File: src/rtl/swdh_pkg.sv
`default_nettype none

package swdh_pkg;

  localparam int unsigned DATA_W = 32;

  // request codes carried in req_type
  localparam logic [1:0] REQ_TICK   = 2'd0;
  localparam logic [1:0] REQ_XFER   = 2'd1;
  localparam logic [1:0] REQ_LRESET = 2'd2;

  // configuration register indexes
  localparam logic CFG_WAIT_RETRY = 1'b0;
  localparam logic CFG_TRAIL_IDLE = 1'b1;

  // reset values of the configuration registers
  localparam logic [7:0] WAIT_RETRY_RST = 8'd10;
  localparam logic [7:0] TRAIL_IDLE_RST = 8'd8;

  // ack codes as sampled, lsb first
  localparam logic [2:0] ACK_OK    = 3'b001;
  localparam logic [2:0] ACK_WAIT  = 3'b010;
  localparam logic [2:0] ACK_FAULT = 3'b100;

  // dp select register address and line reset constants
  localparam logic [7:0]        SELECT_ADDR  = 8'h08;
  localparam logic [7:0]        BANK_MASK    = 8'hF0;
  localparam logic [DATA_W-1:0] SELECT_INVAL = 32'hFFFF_FFFF;
  localparam logic [15:0]       JTAG_TO_SWD  = 16'hE79E;
  localparam logic [7:0]        HDR_BITS     = 8'd8;
  localparam logic [7:0]        ACK_BITS     = 8'd3;
  localparam logic [7:0]        LINE_BITS    = 8'd64;
  localparam logic [7:0]        SEQ_BITS     = 8'd16;
  localparam logic [7:0]        DATA_BITS    = 8'(DATA_W);

  typedef enum logic [3:0] {
    PH_IDLE = 4'd0,
    PH_HDR  = 4'd1,
    PH_TRNR = 4'd2,
    PH_ACK  = 4'd3,
    PH_TRNW = 4'd4,
    PH_WDAT = 4'd5,
    PH_WPAR = 4'd6,
    PH_RDAT = 4'd7,
    PH_RPAR = 4'd8,
    PH_TAIL = 4'd9,
    PH_RTRN = 4'd10,
    PH_RON1 = 4'd11,
    PH_RJTS = 4'd12,
    PH_RON2 = 4'd13,
    PH_RZER = 4'd14
  } phase_e;

  // transfer outcome; retry is internal and never reported
  typedef enum logic [2:0] {
    OUT_OK       = 3'd0,
    OUT_FAULT    = 3'd1,
    OUT_TIMEOUT  = 3'd2,
    OUT_PROTOCOL = 3'd3,
    OUT_PARITY   = 3'd4,
    OUT_RETRY    = 3'd5
  } outcome_e;

  typedef struct packed {
    logic [1:0]        req_type;
    logic              port_is_ap;
    logic              read_not_write;
    logic [7:0]        reg_addr;
    logic [7:0]        ap_index;
    logic [DATA_W-1:0] write_data;
    logic              swdio_in;
  } in_item_t;

  typedef struct packed {
    logic              swdio_out;
    logic              swdio_drive;
    logic              clock_pulse;
    logic              busy_res;
    logic              done_res;
    logic [2:0]        status;
    logic [DATA_W-1:0] read_data;
  } out_item_t;

  typedef struct packed {
    logic [7:0] wait_retry_limit;
    logic [7:0] trailing_idle_bits;
  } cfg_t;

endpackage

`default_nettype wire

File: src/rtl/swd_host_transfer_engine.sv
// SWD host transfer engine, one SWCLK bit period per transfer.
//
// Input channel (in_valid_i / in_stall_o / in_item_i): each transfer is one
// tick with the sampled SWDIO level; on an idle tick it may also start a
// DP/AP register access (with an automatic SELECT write when the AP index
// or bank changes) or a line reset sequence.
// Output channel (out_valid_o / out_stall_i / out_item_o): exactly one result
// per tick: the SWDIO level and drive enable, the clock pulse flag, busy,
// done, status and read data.
// Config port: cfg_we_i writes cfg_data_i into register cfg_idx_i
// (0 wait retry limit, 1 trailing idle bits) on the same clock edge.
// A transfer's result is registered and offered in the next cycle; throughput
// is one tick per cycle while the receiver does not stall, set by the single
// pass of the bit sequencer between the input port and the result register.
// Reset clears the sequencer to idle, invalidates the SELECT cache and
// restores the config defaults (10 retries, 8 idle bits).
// While the receiver stalls, the result register holds and in_stall_o is
// raised, so no tick is taken until the pending result is transferred.
`default_nettype none

module swd_host_transfer_engine import swdh_pkg::*; (
  input  wire logic      clk_i,
  input  wire logic      rst_ni,
  input  wire logic      in_valid_i,
  output logic           in_stall_o,
  input  wire in_item_t  in_item_i,
  output logic           out_valid_o,
  input  wire logic      out_stall_i,
  output out_item_t      out_item_o,
  input  wire logic      cfg_we_i,
  input  wire logic      cfg_idx_i,
  input  wire logic [7:0] cfg_data_i
);

  cfg_t      cfg_q;
  out_item_t res;
  out_item_t out_q;
  logic      out_valid_q, out_valid_d;
  logic      in_fire;

  // configuration registers
  always_ff @(posedge clk_i or negedge rst_ni) begin
    if (!rst_ni) begin
      cfg_q.wait_retry_limit   <= WAIT_RETRY_RST;
      cfg_q.trailing_idle_bits <= TRAIL_IDLE_RST;
    end else if (cfg_we_i) begin
      unique case (cfg_idx_i)
        CFG_WAIT_RETRY: cfg_q.wait_retry_limit   <= cfg_data_i;
        CFG_TRAIL_IDLE: cfg_q.trailing_idle_bits <= cfg_data_i;
        default: ;
      endcase
    end
  end

  // take a tick whenever the result register is free or being drained
  assign in_stall_o = out_valid_q && out_stall_i;
  assign in_fire    = in_valid_i && !in_stall_o;

  swdh_core u_core (
    .clk_i  (clk_i),
    .rst_ni (rst_ni),
    .step_i (in_fire),
    .item_i (in_item_i),
    .cfg_i  (cfg_q),
    .res_o  (res)
  );

  // result register
  always_comb begin
    if (in_fire) out_valid_d = 1'b1;
    else         out_valid_d = out_valid_q && out_stall_i;
  end

  always_ff @(posedge clk_i or negedge rst_ni) begin
    if (!rst_ni) begin
      out_valid_q <= 1'b0;
    end else begin
      out_valid_q <= out_valid_d;
    end
  end

  always_ff @(posedge clk_i) begin
    if (in_fire) begin
      out_q <= res;
    end
  end

  assign out_valid_o = out_valid_q;
  assign out_item_o  = out_q;

  // checks
  a_stall_needs_result: assert property (@(posedge clk_i) disable iff (!rst_ni)
    in_stall_o |-> out_valid_o)
    else $error("input stalled with no pending result");

  a_fire_gives_result: assert property (@(posedge clk_i) disable iff (!rst_ni)
    in_fire |=> out_valid_o)
    else $error("accepted tick produced no result");

  a_done_while_busy: assert property (@(posedge clk_i) disable iff (!rst_ni)
    out_valid_o && out_item_o.done_res |-> out_item_o.busy_res)
    else $error("done reported outside an operation");

  a_status_only_on_done: assert property (@(posedge clk_i) disable iff (!rst_ni)
    out_valid_o && !out_item_o.done_res |->
      (out_item_o.status == 3'd0 && out_item_o.read_data == '0))
    else $error("status or read data without done");

endmodule

`default_nettype wire

File: src/rtl/swdh_core.sv
`default_nettype none

module swdh_core import swdh_pkg::*; (
  input  wire logic      clk_i,
  input  wire logic      rst_ni,
  input  wire logic      step_i,
  input  wire in_item_t  item_i,
  input  wire cfg_t      cfg_i,
  output out_item_t      res_o
);

  // packet header: start, apndp, rnw, a2, a3, parity, stop, park
  function automatic logic [DATA_W-1:0] make_header(input logic sel, input logic ap,
                                                     input logic rnw, input logic [7:0] addr);
    logic c_ap;
    logic c_rnw;
    logic [7:0] c_addr;
    logic par;
    c_ap   = sel ? 1'b0 : ap;
    c_rnw  = sel ? 1'b0 : rnw;
    c_addr = sel ? SELECT_ADDR : addr;
    par    = c_ap ^ c_rnw ^ c_addr[2] ^ c_addr[3];
    return {{(DATA_W-8){1'b0}}, 1'b1, 1'b0, par, c_addr[3:2], c_rnw, c_ap, 1'b1};
  endfunction

  phase_e            phase_q, phase_d;
  logic [7:0]        cnt_q, cnt_d;
  logic [DATA_W-1:0] sr_q, sr_d;
  logic              par_q, par_d;
  logic [2:0]        ack_q, ack_d;
  logic [7:0]        retries_q, retries_d;
  outcome_e          outcome_q, outcome_d;
  logic [DATA_W-1:0] sel_cache_q, sel_cache_d;
  logic              sel_needed_q, sel_needed_d;

  // latched request, no reset: always written before use
  logic              rq_ap_q, rq_ap_d;
  logic              rq_rnw_q, rq_rnw_d;
  logic [7:0]        rq_addr_q, rq_addr_d;
  logic [7:0]        rq_apidx_q, rq_apidx_d;
  logic [DATA_W-1:0] rq_data_q, rq_data_d;

  // next state and result for one tick
  always_comb begin
    logic              conclude;
    logic [7:0]        cnt_inc;
    logic [DATA_W-1:0] sel_val;
    logic              c_rnw;

    phase_d      = phase_q;
    cnt_d        = cnt_q;
    sr_d         = sr_q;
    par_d        = par_q;
    ack_d        = ack_q;
    retries_d    = retries_q;
    outcome_d    = outcome_q;
    sel_cache_d  = sel_cache_q;
    sel_needed_d = sel_needed_q;
    rq_ap_d      = rq_ap_q;
    rq_rnw_d     = rq_rnw_q;
    rq_addr_d    = rq_addr_q;
    rq_apidx_d   = rq_apidx_q;
    rq_data_d    = rq_data_q;
    conclude     = 1'b0;
    cnt_inc      = cnt_q + 8'd1;

    res_o             = '0;
    res_o.swdio_drive = 1'b1;

    // start of a new operation when idle
    if (phase_q == PH_IDLE) begin
      if (item_i.req_type == REQ_XFER) begin
        rq_ap_d      = item_i.port_is_ap;
        rq_rnw_d     = item_i.read_not_write;
        rq_addr_d    = item_i.reg_addr;
        rq_apidx_d   = item_i.ap_index;
        rq_data_d    = item_i.write_data;
        sel_val      = {item_i.ap_index, 16'h0000, item_i.reg_addr & BANK_MASK};
        sel_needed_d = item_i.port_is_ap && (sel_val != sel_cache_q);
        retries_d    = cfg_i.wait_retry_limit;
        outcome_d    = OUT_OK;
        sr_d         = make_header(sel_needed_d, rq_ap_d, rq_rnw_d, rq_addr_d);
        phase_d      = PH_HDR;
        cnt_d        = '0;
        cnt_inc      = 8'd1;
      end else if (item_i.req_type == REQ_LRESET) begin
        sel_cache_d  = SELECT_INVAL;
        sel_needed_d = 1'b0;
        phase_d      = PH_RTRN;
        cnt_d        = '0;
        cnt_inc      = 8'd1;
      end
    end

    res_o.busy_res = (phase_d != PH_IDLE);
    sel_val = {rq_apidx_d, 16'h0000, rq_addr_d & BANK_MASK};
    c_rnw   = sel_needed_d ? 1'b0 : rq_rnw_d;

    // one bit period of the running phase
    if (phase_d != PH_IDLE) begin
      res_o.clock_pulse = 1'b1;
      unique case (phase_d)
        PH_HDR: begin
          res_o.swdio_out = sr_d[0];
          sr_d  = sr_d >> 1;
          cnt_d = cnt_inc;
          if (cnt_inc == HDR_BITS) begin
            phase_d = PH_TRNR;
            cnt_d   = '0;
          end
        end
        PH_TRNR: begin
          res_o.swdio_drive = 1'b0;
          phase_d = PH_ACK;
          cnt_d   = '0;
          ack_d   = '0;
        end
        PH_ACK: begin
          res_o.swdio_drive = 1'b0;
          ack_d = ack_q | (3'(item_i.swdio_in) << cnt_q[1:0]);
          cnt_d = cnt_inc;
          if (cnt_inc == ACK_BITS) begin
            cnt_d   = '0;
            phase_d = PH_TRNW;
            priority if (ack_d == ACK_OK) begin
              outcome_d = OUT_OK;
              if (c_rnw) begin
                phase_d = PH_RDAT;
                sr_d    = '0;
                par_d   = 1'b0;
              end
            end else if (ack_d == ACK_WAIT) begin
              if (retries_q == 8'd0) begin
                outcome_d = OUT_TIMEOUT;
              end else begin
                retries_d = retries_q - 8'd1;
                outcome_d = OUT_RETRY;
              end
            end else if (ack_d == ACK_FAULT) begin
              outcome_d = OUT_FAULT;
            end else begin
              outcome_d = OUT_PROTOCOL;
            end
          end
        end
        PH_TRNW: begin
          res_o.swdio_drive = 1'b0;
          if (outcome_q == OUT_OK && !c_rnw) begin
            phase_d = PH_WDAT;
            sr_d    = sel_needed_d ? sel_val : rq_data_d;
            par_d   = 1'b0;
            cnt_d   = '0;
          end else begin
            cnt_d = '0;
            if (cfg_i.trailing_idle_bits == 8'd0) conclude = 1'b1;
            else phase_d = PH_TAIL;
          end
        end
        PH_WDAT: begin
          res_o.swdio_out = sr_q[0];
          par_d = par_q ^ sr_q[0];
          sr_d  = sr_q >> 1;
          cnt_d = cnt_inc;
          if (cnt_inc == DATA_BITS) begin
            phase_d = PH_WPAR;
            cnt_d   = '0;
          end
        end
        PH_WPAR: begin
          res_o.swdio_out = par_q;
          cnt_d = '0;
          if (cfg_i.trailing_idle_bits == 8'd0) conclude = 1'b1;
          else phase_d = PH_TAIL;
        end
        PH_RDAT: begin
          res_o.swdio_drive = 1'b0;
          sr_d  = {item_i.swdio_in, sr_q[DATA_W-1:1]};
          par_d = par_q ^ item_i.swdio_in;
          cnt_d = cnt_inc;
          if (cnt_inc == DATA_BITS) begin
            phase_d = PH_RPAR;
            cnt_d   = '0;
          end
        end
        PH_RPAR: begin
          res_o.swdio_drive = 1'b0;
          outcome_d = (item_i.swdio_in == par_q) ? OUT_OK : OUT_PARITY;
          phase_d   = PH_TRNW;
        end
        PH_TAIL: begin
          res_o.swdio_out = 1'b0;
          cnt_d = cnt_inc;
          if (cnt_inc >= cfg_i.trailing_idle_bits) conclude = 1'b1;
        end
        PH_RTRN: begin
          res_o.swdio_drive = 1'b0;
          phase_d = PH_RON1;
          cnt_d   = '0;
        end
        PH_RON1: begin
          res_o.swdio_out = 1'b1;
          cnt_d = cnt_inc;
          if (cnt_inc == LINE_BITS) begin
            phase_d = PH_RJTS;
            cnt_d   = '0;
            sr_d    = {{(DATA_W-16){1'b0}}, JTAG_TO_SWD};
          end
        end
        PH_RJTS: begin
          res_o.swdio_out = sr_q[0];
          sr_d  = sr_q >> 1;
          cnt_d = cnt_inc;
          if (cnt_inc == SEQ_BITS) begin
            phase_d = PH_RON2;
            cnt_d   = '0;
          end
        end
        PH_RON2: begin
          res_o.swdio_out = 1'b1;
          cnt_d = cnt_inc;
          if (cnt_inc == LINE_BITS) begin
            phase_d = PH_RZER;
            cnt_d   = '0;
          end
        end
        PH_RZER: begin
          res_o.swdio_out = 1'b0;
          cnt_d = cnt_inc;
          if (cnt_inc == LINE_BITS) begin
            res_o.done_res = 1'b1;
            phase_d = PH_IDLE;
            cnt_d   = '0;
          end
        end
        default: begin
          res_o.clock_pulse = 1'b0;
          phase_d = PH_IDLE;
          cnt_d   = '0;
        end
      endcase
    end

    // end of an attempt: retry, follow a select write, or finish
    if (conclude) begin
      priority if (outcome_d == OUT_RETRY) begin
        sr_d    = make_header(sel_needed_d, rq_ap_d, rq_rnw_d, rq_addr_d);
        phase_d = PH_HDR;
        cnt_d   = '0;
      end else if (outcome_d == OUT_OK && sel_needed_d) begin
        sel_cache_d  = sel_val;
        sel_needed_d = 1'b0;
        retries_d    = cfg_i.wait_retry_limit;
        sr_d    = make_header(1'b0, rq_ap_d, rq_rnw_d, rq_addr_d);
        phase_d = PH_HDR;
        cnt_d   = '0;
      end else begin
        res_o.done_res  = 1'b1;
        res_o.status    = outcome_d;
        res_o.read_data = (outcome_d == OUT_OK && c_rnw) ? sr_d : '0;
        phase_d = PH_IDLE;
        cnt_d   = '0;
      end
    end
  end

  // control state
  always_ff @(posedge clk_i or negedge rst_ni) begin
    if (!rst_ni) begin
      phase_q      <= PH_IDLE;
      cnt_q        <= '0;
      sr_q         <= '0;
      par_q        <= 1'b0;
      ack_q        <= '0;
      retries_q    <= '0;
      outcome_q    <= OUT_OK;
      sel_cache_q  <= SELECT_INVAL;
      sel_needed_q <= 1'b0;
    end else if (step_i) begin
      phase_q      <= phase_d;
      cnt_q        <= cnt_d;
      sr_q         <= sr_d;
      par_q        <= par_d;
      ack_q        <= ack_d;
      retries_q    <= retries_d;
      outcome_q    <= outcome_d;
      sel_cache_q  <= sel_cache_d;
      sel_needed_q <= sel_needed_d;
    end
  end

  // request payload
  always_ff @(posedge clk_i) begin
    if (step_i) begin
      rq_ap_q    <= rq_ap_d;
      rq_rnw_q   <= rq_rnw_d;
      rq_addr_q  <= rq_addr_d;
      rq_apidx_q <= rq_apidx_d;
      rq_data_q  <= rq_data_d;
    end
  end

endmodule

`default_nettype wire
File: config.mk
export PLATFORM = sky130hd
export DESIGN_NAME = swd_host_transfer_engine
export DESIGN_NICKNAME = d
export VERILOG_FILES = /design/src/rtl/swdh_pkg.sv /design/src/rtl/swd_host_transfer_engine.sv /design/src/rtl/swdh_core.sv
export SDC_FILE = /design/constraint.sdc
export NUM_CORES = 1
export LEC_CHECK = 0
export BUFFER_PORTS_ARGS = -buffer_cell sky130_fd_sc_hd__buf_2
export CORE_ASPECT_RATIO = 1.4
export CORE_MARGIN = 1
export CORE_UTILIZATION = 54
export CTS_CLUSTER_DIAMETER = 100
export DETAILED_ROUTE_END_ITERATION = 16
export MAX_ROUTING_LAYER = met4
export PLACE_DENSITY = 0.87
export SLEW_MARGIN = 30
export SYNTH_ARGS = -nofsm -noshare
export SYNTH_HDL_FRONTEND = slang
export SYNTH_SLANG_ARGS = --single-unit
export TNS_END_PERCENT = 30
File: constraint.sdc
create_clock -name clk_i -period 4.3 [get_ports clk_i]
set_input_delay 0.43 -clock clk_i [delete_from_list [all_inputs] [get_ports clk_i]]
set_output_delay 0.43 -clock clk_i [all_outputs]
set_load 0.03 [all_outputs]
* Word level (Yosys, flattened, before mapping)
Index checks and enable logic that the tools add are counted.
** Word-level totals
- Output and inout port bits :: 42
- Flip-flop bits (word level) :: 199
- Input port bits :: 67
- Word-level logic and storage cells :: 220
** Cells by class
- Mux-type cells :: 118
- Equality and inequality tests :: 31
- Order comparisons :: 1
- Shift operators :: 1
- $add $sub $neg :: 2
- Bitwise logic cells :: 15
- Reduce and logical (&&, ||, !) cells :: 28
** Operator list (number)
- 32-bit 2-to-1 mux :: 21
- 8-bit 2-to-1 mux :: 28
- 32-bit one-hot mux with 6 select lines :: 1
- 36-bit 2-to-1 mux :: 3
- 4-bit 2-to-1 mux :: 19
- 4-bit one-hot mux with 14 select lines :: 1
- 8-bit one-hot mux with 7 select lines :: 1
- 32-bit inequality test :: 1
- 1-bit 2-to-1 mux :: 29
- 4-bit equality test, second input constant :: 7
- 3-bit 2-to-1 mux :: 8
- 4-bit by 3-bit equality test with 1-bit output, second input constant :: 4
- 8-bit logical NOT :: 2
- 14-bit OR reduction :: 1
- 3-bit one-hot mux with 2 select lines :: 2
- 1-bit bitwise XOR :: 11
- 8-bit by 1-bit adder with 8-bit output, second input constant :: 1
- 4-bit by 2-bit equality test with 1-bit output, second input constant :: 2
- 8-bit by 2-bit equality test with 1-bit output, second input constant :: 1
- 8-bit by 4-bit equality test with 1-bit output, second input constant :: 1
- 8-bit by 5-bit equality test with 1-bit output, second input constant :: 1
- 8-bit by 6-bit equality test with 1-bit output, second input constant :: 1
- 8-bit by 7-bit equality test with 1-bit output, second input constant :: 1
- 8-bit >= comparator :: 1
- other kinds (28) :: 48

* Logic depth before layout (Yosys ltp)
- Depth in word-level cells :: 17
- Mapped depth :: 17
- Gate-level depth less buffers :: 12

* Cells and area by module
From an unflattened synthesis, not the netlist that was laid out.
** Second synthesis, totals
- Cell total of the unflattened synthesis :: 1144
- Area total of the unflattened synthesis :: 11070.6 µm²
** Modules (own cells, without submodules)
- swdh_core :: cells an instance 1065, seq. area each 3783.6 µm², area each 9180.1 µm², times used 1
- swd_host_transfer_engine :: cells an instance 79, seq. area each 1630.3 µm², area each 1890.6 µm², times used 1

* Worst setup path before layout
Ideal clock, no wire load.
- Kind :: reg2reg
- From :: register out_valid_q, in the netlist out_valid_o
- To :: register u_core.retries_q[1]
- Stages on the path, launching flop included :: 7
- Setup slack :: 0.126 ns
- Library setup time :: 0.133 ns
- Clock period less this slack :: 4.174 ns
- Arrival time :: 4.040 ns
- Required time :: 4.167 ns
- Path buffers :: 1
- Cell sequence :: dfrtp_1 > nand2_1 > nand2_1 > inv_1 > clkbuf_1 > o221ai_1 > o21ai_0
** On the way
- Word-level cells in the longest chain between the ends :: 3
** Ends and longest elaborated chain
- start, declared :: RTL line swd_host_transfer_engine.sv:38 : logic out_valid_q, out_valid_d;
- start signal, assigned :: RTL line swd_host_transfer_engine.sv:78 : out_valid_q <= out_valid_d;
- 1-bit logical AND :: RTL line swd_host_transfer_engine.sv:56 : assign in_stall_o = out_valid_q && out_stall_i;
- 1-bit logical NOT :: RTL line swd_host_transfer_engine.sv:57 : assign in_fire = in_valid_i && !in_stall_o;
- 1-bit logical AND :: RTL line swd_host_transfer_engine.sv:57
- named net in_fire :: RTL line swd_host_transfer_engine.sv:39 : logic in_fire;
- end signal, assigned :: RTL line swdh_core.sv:284 : retries_q <= retries_d;
- end, declared :: RTL line swdh_core.sv:31 : logic [7:0] retries_q, retries_d;
The timed path passes the listed nets, and every way through them passes these cells.
A chain may end at the register's enable or synchronous reset.

* Worst setup path after layout
- From :: register u_core.phase_q[2]
- To :: register u_core.sr_q[1]
** On the way
- Word-level cells in the longest chain between the ends :: 11
- Elaborated cells between the ends (all ways) :: 51
- Classes of those cells :: 1 x order compare; 13 x eq/ne; 30 x mux; 7 x reduce/logical
** Ends and longest elaborated chain
- start, declared :: RTL line swdh_core.sv:26 : phase_e phase_q, phase_d;
- start signal, assigned :: RTL line swdh_core.sv:279 : phase_q <= phase_d;
- 4-bit logical NOT / 4-bit 2-to-1 mux (equally long branches) :: RTL line swdh_core.sv:71, swdh_core.sv:86
- 8-bit 2-to-1 mux, or another cell as far along :: RTL line swdh_core.sv:71 : if (phase_q == PH_IDLE) begin
- 8-bit by 2-bit equality test with 1-bit output, or another cell as far along :: RTL line swdh_core.sv:122 : if (cnt_inc == ACK_BITS) begin
- 3-bit 2-to-1 mux, or another cell as far along :: RTL line swdh_core.sv:122
- 3-bit one-hot mux with 2 select lines, or another cell as far along :: RTL line swdh_core.sv:102 : unique case (phase_d)
- 3-bit 2-to-1 mux, or another cell as far along :: RTL line swdh_core.sv:100 : if (phase_d != PH_IDLE) begin
- 3-bit logical NOT / 32-bit one-hot mux with 6 select lines (equally long branches) :: RTL line swdh_core.sv:249, swdh_core.sv:102
- 1-bit logical AND / 32-bit 2-to-1 mux (equally long branches) :: RTL line swdh_core.sv:249, swdh_core.sv:100
- 32-bit 2-to-1 mux :: RTL line swdh_core.sv:249 : end else if (outcome_d == OUT_OK && sel_needed_d) begin
- 32-bit 2-to-1 mux :: RTL line swdh_core.sv:245 : priority if (outcome_d == OUT_RETRY) begin
- 32-bit 2-to-1 mux * :: RTL line swdh_core.sv:244 : if (conclude) begin
- end signal, assigned :: RTL line swdh_core.sv:281 : sr_q <= sr_d;
- end, declared :: RTL line swdh_core.sv:28 : logic [DATA_W-1:0] sr_q, sr_d;
Mark *: on every way between the ends. The rest lies on a longest branch, timed or not.

==> results.py <==
metrics = {
    "outcome": {
        "status": "finished clean",
    },
    "worst_hold_path": {
        "worst_hold_path_type": "in -> async",
    },
    "run": {
        "drv_cap": 0,
    },
    "clock_tree": {
        "tritoncts_clock_tree": "done",
        "number_of_post_cts_setup_repair_buffers": 0,
        "worstSkewPairLatency_ns": 0.45,
        "cts-buffers-inserted": 17,
        "cts.reportedPaths.clkPinSlew_ns": 0.07,
        "root_buffer": "sky130_fd_sc_hd__clkbuf_16",
        "cts_hold_buf": 0,
        "clkSinkCount": 197,
        "cts-root-to-sink-buffers": 2,
        "clock_tree.htree_level_count": 4,
        "cts-resized-gates": 0,
    },
    "drt": {
        "detail_route.wl_per_cell_um": 18.6,
        "drc": 0,
        "highest_layer": "met4",
        "route.final.wire_length_um": 27000,
        "wl_met1_um": 10400,
        "vias_per_cell": 6.10,
        "drt_first_iter_violations": 903,
        "ant_nets": 0,
        "route.met3.wl_um": 1870,
        "drtPass1Iterations": 6,
        "via_count": 8850,
        "wl_met2_um": 13700,
    },
    "power_and_ir_drop": {
        "comb_power_share_pct": 39.5,
        "power.leakage_nw": 4.88,
        "power_report.internal_total_w": 0.00452,
        "power_frac_clock_pct": 21.4,
        "power.net_switching_w": 0.00296,
        "vdd_drop_max_uv": 367,
        "swShare_pct": 39.6,
        "seqPwrFrac_pct": 39.1,
        "power.density_cell_area_nw_per_um2": 623,
    },
    "worst_setup_path": {
        "crit_path_capture_type": "flip-flop",
        "critPathLaunchType": "flip-flop",
        "r2r-end": "u_core.sr_q[1]",
        "critical_path_class": "reg -> reg",
        "worst_r2r_path_depth": 11,
        "critical_path_maximum_fanout": 9,
        "timing.reg2reg.setup_slack_ns": 0.28,
        "timing.rr.start": "u_core.phase_q[2]",
        "required_ns": 4.63,
        "cp.arrival_ns": 4.35,
    },
    "synth": {
        "synth_top_area_cell": "sky130_fd_sc_hd__edfxtp_1",
        "synth-seq-cells": 197,
        "avgSynthCellArea_um2": 9.63,
        "synth_sequential_area_ratio_pct": 51.2,
        "synthDistinctLibCells": 76,
        "netlist.area_leader.share_pct": 25.0,
        "netlist_instances": 1099,
        "synth.top_cells.by_area": "sky130_fd_sc_hd__edfxtp_1 (25%), sky130_fd_sc_hd__dfrtp_1 (18%), sky130_fd_sc_hd__dfstp_2 (8.7%)",
        "cell_area_after_synthesis_um2": 10600,
        "synth_fp_nets": 1176,
        "synth-edff-count": 88,
        "async_flop_share_pct": 55.3,
        "synth-main-ff-cell": "sky130_fd_sc_hd__edfxtp_1",
        "synthesis.yosys.warnings": 0,
    },
    "timing": {
        "totalNegativeSetupSlack_ns": 0,
        "layout_min_cycle_time_ns": 4.02,
        "fmax_mhz": 249,
        "timing.final.max_slew_violations": 0,
        "timing_worst_slew_pin_value_ns": 0.944,
        "grt_setup_unrepaired": "false",
        "final.setup_skew_ns": 0.0105,
        "setup-violations-final": 0,
        "final_min_period_over_clock_period_pct": 93.5,
        "slew_headroom_pct": 36.5,
        "timing_hold_violations_final": 0,
    },
    "grt": {
        "vias_in_the_first_global_route": 8609,
        "track_usage_pct": 28.2,
        "grt_first_pass_wirelength_um": 43100,
        "number_of_antenna_violations_at_the_first_check_in_global_routing": 1,
        "grt_start_max_net_pins": 63,
        "grt_overflow_total": 0,
    },
    "floorplanning": {
        "die_x_um": 120,
        "die-height_um": 168,
        "rows": 60,
        "start_util_pct": 55.1,
        "pin_count": 109,
        "dieArea_um2": 20200,
        "coreArea_um2": 19200,
    },
    "place": {
        "placedInstanceArea_um2": 11400,
        "post-dp-hpwl_um": 18700,
        "placement.io_buffers": 106,
        "globalplace.congestion": 0.935,
    },
    "final_layout": {
        "final_cell_area_um2": 12000,
        "post_route_cells_drive_above_1_share_pct": 19.7,
        "area_growth_pct": 13.5,
        "nets": 1265,
    },
}
[state kept, by name, summed over array words and instances (netlist names)]
register	count
u_core.outcome_q	3
u_core.ack_q	3
u_core.rq_data_q	32
u_core.rq_addr_q	6
u_core.cnt_q	8
out_item_o	40
u_core.retries_q	8
u_core.sel_cache_q	32
u_core.sr_q	32
u_core.phase_q	4
cfg_q	16
u_core.rq_ap_q	1
u_core.par_q	1
u_core.sel_needed_q	1
out_valid_o	1
u_core.rq_apidx_q	8
u_core.rq_rnw_q	1
[cell type report]
type	instances	area [µm²]
Fill cell	1539	7210
Sequential cell	197	5410
Multi-Input combinational cell	800	4770
Timing Repair Buffer	135	776
Clock buffer	18	429
Tap cell	248	310
Clock inverter	14	164
Inverter	37	141
Antenna cell	1	2.50
[worst max-delay path by stage]
stage,startpoint,depth (start not counted),end
detailed placement,u_core.cnt_q[1],11,u_core.sr_q[1]
CTS,u_core.cnt_q[1],11,u_core.sr_q[1]
floorplan,out_valid_o,6,u_core.retries_q[1]
global route,u_core.phase_q[2],11,u_core.sr_q[1]
finish,u_core.phase_q[2],11,u_core.sr_q[1]
global placement,u_core.phase_q[2],11,u_core.sr_q[1]
[kinds of logic (layout without fill, tap and decap cells)]
| family | count (synthesis) | count (layout) | share of synthesized area [%] |
|---|---|---|---|
| other | 0 | 1 | 0 |
| DFF | 197 | 197 | 51.2 |
| AOI/OAI and AO/OA | 299 | 299 | 19.5 |
| muxes | 35 | 35 | 3.51 |
| buffers and inverters | 102 | 204 | 3.88 |
| adders and majority gates | 10 | 10 | 1.18 |
| xor gates and xnor gates | 27 | 27 | 2.23 |
| and+or+nand+nor | 429 | 429 | 18.6 |
[layout by cell type, fill, tap and decap left out, drive strengths merged, types with 13 or more instances in the layout]
master	synthesis	routed
o21ai	48	48
nor2b	15	15
nor2	96	96
nand3	24	24
clkbuf	48	18
nand2	197	197
dfstp	35	35
a21oi	75	75
mux2i	18	18
a22oi	13	13
inv	36	42
nor3	17	17
dfrtp	74	74
and2	19	19
o2bb2ai	26	26
xnor2	22	22
buf	17	135
o21a	27	27
edfxtp	88	88
mux2	17	17
[synthesized netlist by cell type (5+ instances only)]
master and count:
sky130_fd_sc_hd__a2bb2oi_1 8, sky130_fd_sc_hd__and2_1 18, sky130_fd_sc_hd__dfstp_2 35, sky130_fd_sc_hd__nand2_1 197
sky130_fd_sc_hd__nor4_1 8, sky130_fd_sc_hd__o2bb2ai_1 26, sky130_fd_sc_hd__a211oi_1 12, sky130_fd_sc_hd__nand3_1 24
sky130_fd_sc_hd__buf_1 7, sky130_fd_sc_hd__mux2i_1 18, sky130_fd_sc_hd__o22ai_1 6, sky130_fd_sc_hd__ha_1 10
sky130_fd_sc_hd__nand2b_1 5, sky130_fd_sc_hd__a21oi_1 75, sky130_fd_sc_hd__o21bai_1 5, sky130_fd_sc_hd__and3_1 8
sky130_fd_sc_hd__a221o_1 8, sky130_fd_sc_hd__xor2_1 5, sky130_fd_sc_hd__inv_1 36, sky130_fd_sc_hd__o21a_1 27
sky130_fd_sc_hd__o21ai_0 48, sky130_fd_sc_hd__clkbuf_1 48, sky130_fd_sc_hd__buf_2 7, sky130_fd_sc_hd__dfrtp_1 74
sky130_fd_sc_hd__mux2_2 17, sky130_fd_sc_hd__nor2_1 96, sky130_fd_sc_hd__edfxtp_1 88, sky130_fd_sc_hd__xnor2_1 22
sky130_fd_sc_hd__nor3b_1 5, sky130_fd_sc_hd__a22oi_1 13, sky130_fd_sc_hd__o31ai_1 5, sky130_fd_sc_hd__o211ai_1 7
sky130_fd_sc_hd__a21o_1 7, sky130_fd_sc_hd__a22o_1 7, sky130_fd_sc_hd__nor3_1 17, sky130_fd_sc_hd__nor2b_1 15
sky130_fd_sc_hd__nand4_1 12, sky130_fd_sc_hd__a31oi_1 8
[through the flow]
stage | cells | power (W) | utilization [%] | setup slack [ns] | hold slack (ns)
detailed placement | 1417 | 0.00583 | 59.4 | 0.411 | 0.481
global route | 1450 | 0.00790 | 62.5 | 0.154 | 0.0521
global placement | 1417 | 0.00572 | 59.4 | 0.525 | 0.473
CTS | 1449 | 0.00744 | 62.5 | 0.390 | 0.0244
floorplan | 1099 | 0.00505 | - | 0.126 | 0.134
finish | 1450 | 0.00748 | 62.5 | 0.279 | 0.00668
[critical path: stages (launching register included)]
cell,delay (ns)
sky130_fd_sc_hd__dfrtp_1,0.38
sky130_fd_sc_hd__or4_1,0.71
sky130_fd_sc_hd__o21ai_0,0.49
sky130_fd_sc_hd__inv_1,0.18
sky130_fd_sc_hd__ha_1,0.32
sky130_fd_sc_hd__a21o_1,0.10
sky130_fd_sc_hd__a21oi_1,0.06
sky130_fd_sc_hd__o211ai_1,0.24
sky130_fd_sc_hd__a32o_1,0.48
sky130_fd_sc_hd__o211ai_1,0.24
sky130_fd_sc_hd__and2_1,0.33
sky130_fd_sc_hd__a221o_1,0.36
[power by group through the flow]
stage | logic (W) | registers (W) | clock network (W)
6_report | 0.00295 | 0.00292 | 0.00160
5_1_grt | 0.00323 | 0.00298 | 0.00169
4_1_cts | 0.00292 | 0.00291 | 0.00161
3_5_place_dp | 0.00289 | 0.00294 | 0
3_3_place_gp | 0.00281 | 0.00291 | 0
2_1_floorplan | 0.00217 | 0.00288 | 0
[per-layer routing]
| metal | up-vias | global-route usage (%) |
|---|---|---|
| met2 | 438 | 46.3 |
| met5 | - | - |
| li1 | 4146 | - |
| met4 | 0 | 15.4 |
| met3 | 86 | 4.05 |
| met1 | 4180 | 33.1 |
Power figures use the tool's default switching activity.
